### src/hw/rtl/sapq_pkg.sv
// ============================================================================
// sapq_pkg
// Shared types and constants of the sorted array priority queue.
// ============================================================================
package sapq_pkg;

    localparam int CAPACITY = 8;
    localparam int KEY_W    = 32;
    localparam int IDX_W    = $clog2(CAPACITY);
    localparam int CNT_W    = $clog2(CAPACITY + 1);

    localparam logic       FN_INSERT    = 1'b0;
    localparam logic       FN_DELETE    = 1'b1;

    localparam logic [1:0] ST_INSERTED  = 2'd0;
    localparam logic [1:0] ST_DELETED   = 2'd1;
    localparam logic [1:0] ST_OVERFLOW  = 2'd2;
    localparam logic [1:0] ST_UNDERFLOW = 2'd3;

    typedef struct packed {
        logic                    func;
        logic signed [KEY_W-1:0] key_in;
    } t_in_item;

    typedef struct packed {
        logic signed [KEY_W-1:0] key_out;
        logic [1:0]              status;
    } t_out_item;

endpackage

### src/hw/rtl/sorted_array_priority_queue_core.sv
// ============================================================================
// sorted_array_priority_queue_core
// Fixed-capacity priority queue kept as a descending sorted array in a small
// memory, walked one slot at a time by a sequencer around a single comparator.
// ============================================================================
//
//  channel | direction | handshake                   | payload
//  --------+-----------+-----------------------------+---------------------------
//  in      | input     | i_in_valid  / o_in_stall    | i_in_data  (func, key_in)
//  out     | output    | o_out_valid / i_out_stall   | o_out_data (key_out, status)
//
//  An insert walks from the tail toward the head, shifting each stored key
//  that is less than or equal to the new key down one slot, then writes the
//  new key into the freed slot; a delete walks every stored key, capturing
//  the head and moving the rest up; overflow and underflow go straight to
//  the result. Each slot visit is a registered read of the slot memory, then a use.
//  Reset clears occupancy, the sequencer and output valid; slot contents stay.
//  o_in_stall is high whenever an operation is in progress. A finished
//  result sits in the output register while the next operation is accepted.
//
module sorted_array_priority_queue_core (
    input  logic                 i_clk,
    input  logic                 i_rst_n,
    input  logic                 i_in_valid,
    output logic                 o_in_stall,
    input  sapq_pkg::t_in_item   i_in_data,
    output logic                 o_out_valid,
    input  logic                 i_out_stall,
    output sapq_pkg::t_out_item  o_out_data
);

    // sequencer codes
    localparam logic [2:0] S_IDLE = 3'd0;
    localparam logic [2:0] S_IRD  = 3'd1;   // insert: read slot above pos
    localparam logic [2:0] S_ICMP = 3'd2;   // insert: compare and shift down
    localparam logic [2:0] S_DRD  = 3'd3;   // delete: read slot pos
    localparam logic [2:0] S_DMOV = 3'd4;   // delete: capture head or move up
    localparam logic [2:0] S_DONE = 3'd5;   // hand result to output register

    logic [2:0]                       r_state, n_state;
    logic [sapq_pkg::CNT_W-1:0]       r_occ, n_occ;
    logic [sapq_pkg::CNT_W-1:0]       r_pos, n_pos;
    logic signed [sapq_pkg::KEY_W-1:0] r_key, n_key;
    logic signed [sapq_pkg::KEY_W-1:0] r_key_out, n_key_out;
    logic [1:0]                       r_status, n_status;

    logic                             r_out_valid;
    sapq_pkg::t_out_item              r_out_data;

    // slot memory, one write and one registered read per cycle
    logic signed [sapq_pkg::KEY_W-1:0] r_mem [sapq_pkg::CAPACITY];
    logic signed [sapq_pkg::KEY_W-1:0] r_rd_data;
    logic [sapq_pkg::CNT_W-1:0]       w_rd_cnt;
    logic [sapq_pkg::CNT_W-1:0]       w_wr_cnt;
    logic [sapq_pkg::IDX_W-1:0]       w_rd_addr;
    logic [sapq_pkg::IDX_W-1:0]       w_wr_addr;
    logic                             w_wr_en;
    logic signed [sapq_pkg::KEY_W-1:0] w_wr_data;

    logic                             w_le;
    logic                             w_accept;
    logic                             w_out_free;

    sapq_cmp u_cmp (
        .i_a  (r_rd_data),
        .i_b  (r_key),
        .o_le (w_le)
    );

    assign o_in_stall  = (r_state != S_IDLE);
    assign w_accept    = i_in_valid && !o_in_stall;
    assign w_out_free  = !r_out_valid || !i_out_stall;
    assign o_out_valid = r_out_valid;
    assign o_out_data  = r_out_data;

    // pos never reaches CAPACITY while it addresses a slot
    assign w_rd_addr = w_rd_cnt[sapq_pkg::IDX_W-1:0];
    assign w_wr_addr = w_wr_cnt[sapq_pkg::IDX_W-1:0];

    always_comb begin
        n_state   = r_state;
        n_occ     = r_occ;
        n_pos     = r_pos;
        n_key     = r_key;
        n_key_out = r_key_out;
        n_status  = r_status;
        w_rd_cnt  = r_pos;
        w_wr_cnt  = r_pos;
        w_wr_en   = 1'b0;
        w_wr_data = r_key;

        unique case (r_state)
            S_IDLE: begin
                if (w_accept) begin
                    n_key     = i_in_data.key_in;
                    n_key_out = '0;
                    if (i_in_data.func == sapq_pkg::FN_INSERT) begin
                        if (r_occ >= sapq_pkg::CNT_W'(sapq_pkg::CAPACITY)) begin
                            n_status = sapq_pkg::ST_OVERFLOW;
                            n_state  = S_DONE;
                        end else begin
                            n_pos   = r_occ;
                            n_state = S_IRD;
                        end
                    end else begin
                        if (r_occ == '0) begin
                            n_status = sapq_pkg::ST_UNDERFLOW;
                            n_state  = S_DONE;
                        end else begin
                            n_pos   = '0;
                            n_state = S_DRD;
                        end
                    end
                end
            end
            S_IRD: begin
                if (r_pos == '0) begin
                    // reached the head: drop the key in slot 0
                    w_wr_en  = 1'b1;
                    n_occ    = r_occ + 1'b1;
                    n_status = sapq_pkg::ST_INSERTED;
                    n_state  = S_DONE;
                end else begin
                    w_rd_cnt = r_pos - 1'b1;
                    n_state  = S_ICMP;
                end
            end
            S_ICMP: begin
                w_wr_en = 1'b1;
                if (w_le) begin
                    // shift the smaller-or-equal key down one slot
                    w_wr_data = r_rd_data;
                    n_pos     = r_pos - 1'b1;
                    n_state   = S_IRD;
                end else begin
                    n_occ    = r_occ + 1'b1;
                    n_status = sapq_pkg::ST_INSERTED;
                    n_state  = S_DONE;
                end
            end
            S_DRD: begin
                n_state = S_DMOV;
            end
            S_DMOV: begin
                if (r_pos == '0) begin
                    n_key_out = r_rd_data;
                end else begin
                    w_wr_en   = 1'b1;
                    w_wr_cnt  = r_pos - 1'b1;
                    w_wr_data = r_rd_data;
                end
                if ((r_pos + 1'b1) < r_occ) begin
                    n_pos   = r_pos + 1'b1;
                    n_state = S_DRD;
                end else begin
                    n_occ    = r_occ - 1'b1;
                    n_status = sapq_pkg::ST_DELETED;
                    n_state  = S_DONE;
                end
            end
            S_DONE: begin
                if (w_out_free) begin
                    n_state = S_IDLE;
                end
            end
            default: begin
                n_state = S_IDLE;
            end
        endcase
    end

    // control state
    always_ff @(posedge i_clk) begin
        if (!i_rst_n) begin
            r_state     <= S_IDLE;
            r_occ       <= '0;
            r_out_valid <= 1'b0;
        end else begin
            r_state <= n_state;
            r_occ   <= n_occ;
            if (r_state == S_DONE && w_out_free) begin
                r_out_valid <= 1'b1;
            end else if (!i_out_stall) begin
                r_out_valid <= 1'b0;
            end
        end
    end

    // working registers and output payload
    always_ff @(posedge i_clk) begin
        r_pos     <= n_pos;
        r_key     <= n_key;
        r_key_out <= n_key_out;
        r_status  <= n_status;
        if (r_state == S_DONE && w_out_free) begin
            r_out_data.key_out <= r_key_out;
            r_out_data.status  <= r_status;
        end
    end

    // slot memory
    always_ff @(posedge i_clk) begin
        if (w_wr_en) begin
            r_mem[w_wr_addr] <= w_wr_data;
        end
        r_rd_data <= r_mem[w_rd_addr];
    end

endmodule

### src/hw/rtl/sapq_cmp.sv
// ============================================================================
// sapq_cmp
// Single signed key comparator used on each insert compare step.
// ============================================================================
module sapq_cmp (
    input  logic signed [sapq_pkg::KEY_W-1:0] i_a,
    input  logic signed [sapq_pkg::KEY_W-1:0] i_b,
    output logic                              o_le
);

    // true when the stored key must move down behind the new key
    assign o_le = (i_a <= i_b);

endmodule

### config.mk
export PLATFORM = sky130hd
export DESIGN_NAME = sorted_array_priority_queue_core
export DESIGN_NICKNAME = d
export VERILOG_FILES = /design/src/hw/rtl/sapq_pkg.sv /design/src/hw/rtl/sorted_array_priority_queue_core.sv /design/src/hw/rtl/sapq_cmp.sv
export SDC_FILE = /design/constraint.sdc
export NUM_CORES = 1
export LEC_CHECK = 0
export ABC_AREA = 1
export ABC_CLOCK_PERIOD_IN_PS = 4300
export BUFFER_PORTS_ARGS = -buffer_cell sky130_fd_sc_hd__buf_2
export CAP_MARGIN = 40
export CORE_MARGIN = 10
export CORE_UTILIZATION = 60
export CTS_CLUSTER_SIZE = 24
export DETAILED_ROUTE_END_ITERATION = 6
export PLACE_DENSITY_LB_ADDON = 0.08
export SYNTH_ARGS = -nofsm -noshare
export SYNTH_HDL_FRONTEND = slang
export SYNTH_HIERARCHICAL = 1
export SYNTH_SLANG_ARGS = --single-unit
### constraint.sdc
create_clock -name i_clk -period 4.3 [get_ports i_clk]
set_clock_uncertainty 0.05 [all_clocks]
set_input_delay 0.86 -clock i_clk [delete_from_list [all_inputs] [get_ports i_clk]]
set_output_delay 0.86 -clock i_clk [all_outputs]
set_load 0.02 [all_outputs]
==> Yosys cells after proc, flatten, opt, wreduce, memory -nomap -nowiden <==
Memories as Yosys holds them, arrays and structs flattened. A register that Yosys moved wholly into a read port is not among the register bits.
Index checks and enable logic that the tools add are counted.
{ "totals": {"register_bits": 112, "latch_bits": 0, "ram_bits": 256, "mem_bits_ro": 0, "in_bits": 37, "n_memories": 1} }
{ "memory_table": {"columns": ["memory", "depth", "width", "rd", "rd_ports_with_merged_regs", "wr", "line", "rtl"], "rows": [
  ["r_mem", 8, 32, 1, 1, 1, "sorted_array_priority_queue_core.sv:51", "logic signed [sapq_pkg::KEY_W-1:0] r_mem [sapq_pkg::CAPACITY];"]
]} }
{ "op_classes": {"add_sub_neg": 4, "multipliers": 0, "div_mod_pow": 0, "n_lt_le_gt_ge": 3, "eq_ne": 18, "shifts": 0, "n_mux": 44, "bitwise_logic": 0, "n_reduce_logical": 20} }
{ "op_table": {"columns": ["operator", "count"], "rows": [
  ["$mux 32", 4],
  ["$pmux 32 s2", 2],
  ["$mux 4", 9],
  ["$mux 3", 11],
  ["$le 32x32->1", 1],
  ["$pmux 4 s3", 2],
  ["$pmux 3 s6", 1],
  ["$mux 2", 7],
  ["$ne 2x2->1 const B", 7],
  ["$ne 3x3->1 const B", 4],
  ["$reduce_bool 3->1", 3],
  ["$add 4x1->4 const B", 2],
  ["$logic_not 4->1", 2],
  ["$pmux 2 s4", 1],
  ["$sub 4x1->4 const B", 2],
  ["$reduce_and 7->1", 1],
  ["$eq 3x2->1 const B", 2],
  ["$eq 3x3->1 const B", 2],
  ["$mux 1", 6],
  ["$reduce_and 6->1", 1],
  ["$ge 4x4->1 const B", 1],
  ["$lt 4x4->1", 1],
  ["$ne 2x1->1 const B", 2],
  ["$reduce_and 2->1", 2],
  ["10 further kinds", 13]
]} }

==> Logic depth before layout (Yosys ltp) <==
{ "logic_depth": {"ltp_word": 5, "ltp_mapped": 22} }

==> Modules after synthesis <==
The synthesis kept the hierarchy.
{ "by_module_without_submodules": {"columns": ["mod", "instances", "cells_each", "area_each_um2", "seq_area_each_um2"], "rows": [
  ["sorted_array_priority_queue_core", 1, 1602, 16861.2, 11611.1],
  ["sapq_cmp", 1, 146, 900.9, 0.0]
]} }

==> Least setup slack after synthesis <==
No wires, ideal clock.
{ "synth_timing": {"path_kind": "register to register", "startpoint": "register r_pos[0] (netlist name)", "endpoint": "memory r_mem[7][0] (netlist name), enable pin", "t_arrival_ns": 2.864, "path_slack_ns": 0.965, "stages_incl_launch_ff": 10, "synth_period_minus_slack_ns": 3.335, "cell_sequence": "edfxtp_1 inv_1 ha_1 nand3_2 inv_2 nor2_4 inv_2 o21ai_0 nand2_1 nor2_1"} }
{ "synth_between": {"elab_chain_len": 5, "elab_cells_between_ends": 9, "cone_classes": "add/sub: 1; mux: 7; reduce/logical: 1"} }
{ "synth_lines": {"columns": ["element", "line", "rtl"], "rows": [
  ["from (decl)", "sorted_array_priority_queue_core.sv:42", "logic [sapq_pkg::CNT_W-1:0] r_pos, n_pos;"],
  ["from (signal assigned)", "sorted_array_priority_queue_core.sv:191", "r_pos <= n_pos;"],
  ["$logic_not 4->1", "sorted_array_priority_queue_core.sv:117, sorted_array_priority_queue_core.sv:145", null],
  ["$mux 1, on equally long branches", "sorted_array_priority_queue_core.sv:145, sorted_array_priority_queue_core.sv:117", null],
  ["$pmux 1 s3", "sorted_array_priority_queue_core.sv:92", "unique case (r_state)"],
  ["$mux 1", "sorted_array_priority_queue_core.sv:203", "if (w_wr_en) begin"],
  ["$mux 1 (not written as such)", "sorted_array_priority_queue_core.sv:204", "r_mem[w_wr_addr] <= w_wr_data;"],
  ["to (decl)", "sorted_array_priority_queue_core.sv:51", null]
]} }
Parallel ways exist; a longest one is shown, timed or not.

==> Final worst setup path <==
{ "layout_timing": {"startpoint": "register r_key[13] (netlist name)", "endpoint": "memory r_mem[1][18] (netlist name), data pin"} }
{ "layout_between": {"elab_chain_len": 3} }
{ "layout_lines": {"columns": ["element", "line", "rtl"], "rows": [
  ["from (decl)", "sorted_array_priority_queue_core.sv:43", "logic signed [sapq_pkg::KEY_W-1:0] r_key, n_key;"],
  ["from (signal assigned)", "sorted_array_priority_queue_core.sv:192", "r_key <= n_key;"],
  ["$le 32x32->1", "sapq_cmp.sv:12", "assign o_le = (i_a <= i_b);"],
  ["named net w_le", "sorted_array_priority_queue_core.sv:60", "logic w_le;"],
  ["$mux 32", "sorted_array_priority_queue_core.sv:130", "if (w_le) begin"],
  ["$pmux 32 s2", "sorted_array_priority_queue_core.sv:92", null],
  ["named net w_wr_data, one bit", "sorted_array_priority_queue_core.sv:58", "logic signed [sapq_pkg::KEY_W-1:0] w_wr_data;"]
]} }
The timed path passes the listed nets, and every way through them passes these cells.

==> implementation parameters <==
Parameter                              Value

GRT
  Global-route usage over all layers    22.1%
  Initial antenna violation count    0
  Global-route wire length before repair    about 63000 um
  Overflow after GRT    0
  Number of global-route vias before repair    between 10k and 15k
  Largest net degree at the start of global routing    about 130

Clock tree
  Maximum level of the CTS H-tree    2
  Clock buffer depth    3
  Clock sink count    400
  TritonCTS clock tree    yes
  Skew-Pair Late Insertion Delay    0.53 ns
  Clock transition time at the flip-flop clock pins of the worst setup and hold paths    around 0.060 ns
  Number of gates resized after cts    0
  Hold Buf Count CTS    0
  Cts bufs inserted    between 40 and 50
  Post CTS Setup Buffer Count    0
  Root buf cell    sky130_fd_sc_hd__clkbuf_16

Place
  Final RePlAce weighted congestion    between 0.8 and 0.9
  Number of buffers added on ports    ~70
  Post-DP HPWL    23700 um

Routing
  Via Count    between 10k and 15k
  Average wire per standard cell    ~18 um
  Detailed-route wire length on metal 1    roughly 18000 um
  Sum of routed wire length over all layers    approximately 40000 um
  Uppermost signal routing layer after detailed routing    met4
  Number of vias per cell after detailed routing    between 5 and 6
  DRC violations left    0
  Remaining antenna violation count    0
  First-iteration detailed-routing DRC count    around 1.2k
  First-pass DRT Iterations    5
  Detailed-routed wire length on met2    between 15000 and 20000 um
  Routed met3 length    between 3000 and 4000 um

Critical path
  Critical path startpoint    r_key[13]$_DFFE_PP_
  Capture instance of the worst register-to-register path    r_mem[1][18]$_DFFE_PP_
  Reg2Reg Depth    14
  Crit end category    register
  Data arrival time at the worst-slack endpoint    3.51 ns
  Reg-to-reg setup timing slack    0.96 ns
  CP Launch Type    register
  Endpoint of the most critical setup path    r_mem[1][18]$_DFFE_PP_
  Critical path class    reg -> reg
  Worst R2R Start    r_key[13]$_DFFE_PP_
  Required time of the worst setup path    ~4.5 ns
  Largest fanout on the critical path    23

Floorplanning
  Floorplan die area    around 37000 um2
  Number of placed I/O pins    73
  Area of the placeable core    just under 30000 um2
  Initial cell density of the core    61.4%
  Core Rows    62
  Die extent in x    just under 200 um
  DIE HEIGHT    between 150 and 200 um

Synth
  Sequential share of the synthesized area    between 60% and 70%
  FFs w/ async S/R, synth    0%
  Synthesized netlist net count    1825
  Synthesized area per cell    ~10 um2
  Flop and latch count out of synthesis    400
  Cell Area, Synth    approximately 18000 um2
  Synth Instances    around 1.7k
  Number of flops mapped to enable cells by yosys    360
  Primary flip-flop cell chosen by synthesis mapping    sky130_fd_sc_hd__edfxtp_1
  Count of distinct cell types in the synthesized netlist    41
  Ys Warns    6

Cells and area
  Share of cells above drive strength 1    between 10% and 20%
  Diode count    0
  Count of filler cells inserted in the layout    between 2k and 2.5k
  Layout-stage area growth over the synthesis result    12.9%
  Final net count    1899

Power
  Total power per unit cell area    roughly 820 nW/um2
  Static Leak    between 9 and 10 nW
  Largest voltage drop on the vdd net    roughly 0.9 mV
  Post-layout total power    around 0.016 W

Timing
  Clock period minus worst slack    3.34 ns
  Endpoints failing setup    0
  Setup total negative slack    0 ns
  Max-slew violation count    0
  Maximum frequency from static timing analysis    approximately 300 MHz
  Worst Max-Slew Pin Slew    between 0.9 and 1 ns
  Share of the cycle needed by the critical path after routing    ~78%
  Final hold violation count    0
  Post-Route Hold Slack    roughly 0.37 ns
  Worst rel slew slack    a little over a third
  Unrepaired setup endpoints after global routing    no

Run
  Maxcap violations    0

Min path
  Class of the tightest hold or removal check    reg -> reg

Status
  Status    complete, no violations
==> report_power, final <==
part           internal, W  switching (W)
clock network      0.00213        0.00145
registers          0.00565       0.000386
logic              0.00188        0.00487
==> metal layers <==
metal | track usage, % | vias up
li1 | - | 5784
met1 | 31.4 | 5584
met2 | 34.2 | 465
met5 | 0 | -
met3 | 4.06 | 72
met4 | 6.68 | 0
==> state kept, by name, summed over array words and instances (netlist names) <==
| name | flops |
|---|---|
| r_mem | 256 |
| o_out_data | 34 |
| r_key | 32 |
| r_key_out | 32 |
| r_rd_data | 32 |
| r_occ | 4 |
| r_pos | 4 |
| r_state | 3 |
| r_status | 2 |
| o_out_valid | 1 |
==> metrics by stage <==
step	cells	instance area, um2	setup WS, ns	util [%]
3_5_place_dp	2160	18700	1.04	64.5
4_1_cts	2237	20000	1.00	69.2
3_3_place_gp	2154	18600	0.993	64.3
5_1_grt	2239	20100	0.735	69.3
6_report	2239	20100	0.956	69.3
2_1_floorplan	1748	17800	0.965	-
==> cells in the mapped netlist, drive strengths merged (4+ instances only) <==
cell    number  area share, %
nand3      297            8.4
dfxtp       40            4.5
nand2      381            8.1
ha          39            2.7
o22ai        4           0.18
clkbuf       7           0.15
edfxtp     360             61
a21oi       25           0.73
nor2        68            1.6
xor2         5           0.25
buf         66            2.0
o21ai       43            1.2
inv        395            8.3
==> final cells by class <==
cell class                      count  area [um2]  share of cell area (%)
Multi-Input combinational cell    879        4410                    22.0
Tap cell                          384         480                    2.40
Timing Repair Buffer              103         691                    3.44
Clock buffer                       56        1230                    6.13
Inverter                          396        1490                    7.41
Sequential cell                   400       11600                    57.9
Clock inverter                     21         151                   0.755
==> logic make-up after synthesis <==
| family | after synthesis | share of synthesized area [%] |
|---|---|---|
| flip-flops | 400 | 65.4 |
| XOR/XNOR | 6 | 0.296 |
| AND/OR/NAND/NOR | 752 | 18.4 |
| buffers and inverters | 469 | 10.5 |
| AO/OA/AOI/OAI | 81 | 2.55 |
| adder cells (fa/ha/maj) | 40 | 2.86 |
==> how the worst min path moves through the flow <==
stage | from | endpoint | slack (ns) | cells after the start
global placement | r_key_out[19]$_SDFFCE_PN0P_ | o_out_data[21]$_DFFE_PP_ | 0.35 | 0
floorplan | r_status[0]$_DFFE_PP_ | o_out_data[0]$_DFFE_PP_ | 0.35 | 0
finish | r_key_out[30]$_SDFFCE_PN0P_ | o_out_data[32]$_DFFE_PP_ | 0.37 | 0
detailed placement | r_key_out[22]$_SDFFCE_PN0P_ | o_out_data[24]$_DFFE_PP_ | 0.35 | 0
global route | r_key_out[10]$_SDFFCE_PN0P_ | o_out_data[12]$_DFFE_PP_ | 0.39 | 0
CTS | r_key_out[30]$_SDFFCE_PN0P_ | o_out_data[32]$_DFFE_PP_ | 0.37 | 0
==> worst max-delay path: stages (launching register included) <==
cell,delay (ns)
sky130_fd_sc_hd__edfxtp_1,0.40
sky130_fd_sc_hd__inv_1,0.08
sky130_fd_sc_hd__ha_1,0.24
sky130_fd_sc_hd__a21oi_1,0.15
sky130_fd_sc_hd__o21ai_0,0.12
sky130_fd_sc_hd__a21oi_1,0.21
sky130_fd_sc_hd__nand2_1,0.09
sky130_fd_sc_hd__nand2_1,0.08
sky130_fd_sc_hd__nand3_1,0.07
sky130_fd_sc_hd__nand3_1,0.08
sky130_fd_sc_hd__inv_1,0.11
sky130_fd_sc_hd__o21ai_4,0.40
sky130_fd_sc_hd__buf_4,0.36
sky130_fd_sc_hd__nand3_1,0.12
sky130_fd_sc_hd__o21ai_1,0.45
==> placed cells by master, fill, tap and decap left out, types with 9 or more instances in the layout <==
cell type,count
sky130_fd_sc_hd__buf_2,78
sky130_fd_sc_hd__nand2_1,375
sky130_fd_sc_hd__clkbuf_16,47
sky130_fd_sc_hd__dfxtp_1,40
sky130_fd_sc_hd__clkinv_2,12
sky130_fd_sc_hd__o21ai_0,37
sky130_fd_sc_hd__ha_1,39
sky130_fd_sc_hd__inv_1,385
sky130_fd_sc_hd__a21oi_1,24
sky130_fd_sc_hd__buf_4,16
sky130_fd_sc_hd__nor2_4,12
sky130_fd_sc_hd__edfxtp_1,360
sky130_fd_sc_hd__nor2_1,51
sky130_fd_sc_hd__nand3_1,294
sky130_fd_sc_hd__inv_2,10
sky130_fd_sc_hd__buf_12,9
Power figures use the tool's default switching activity.
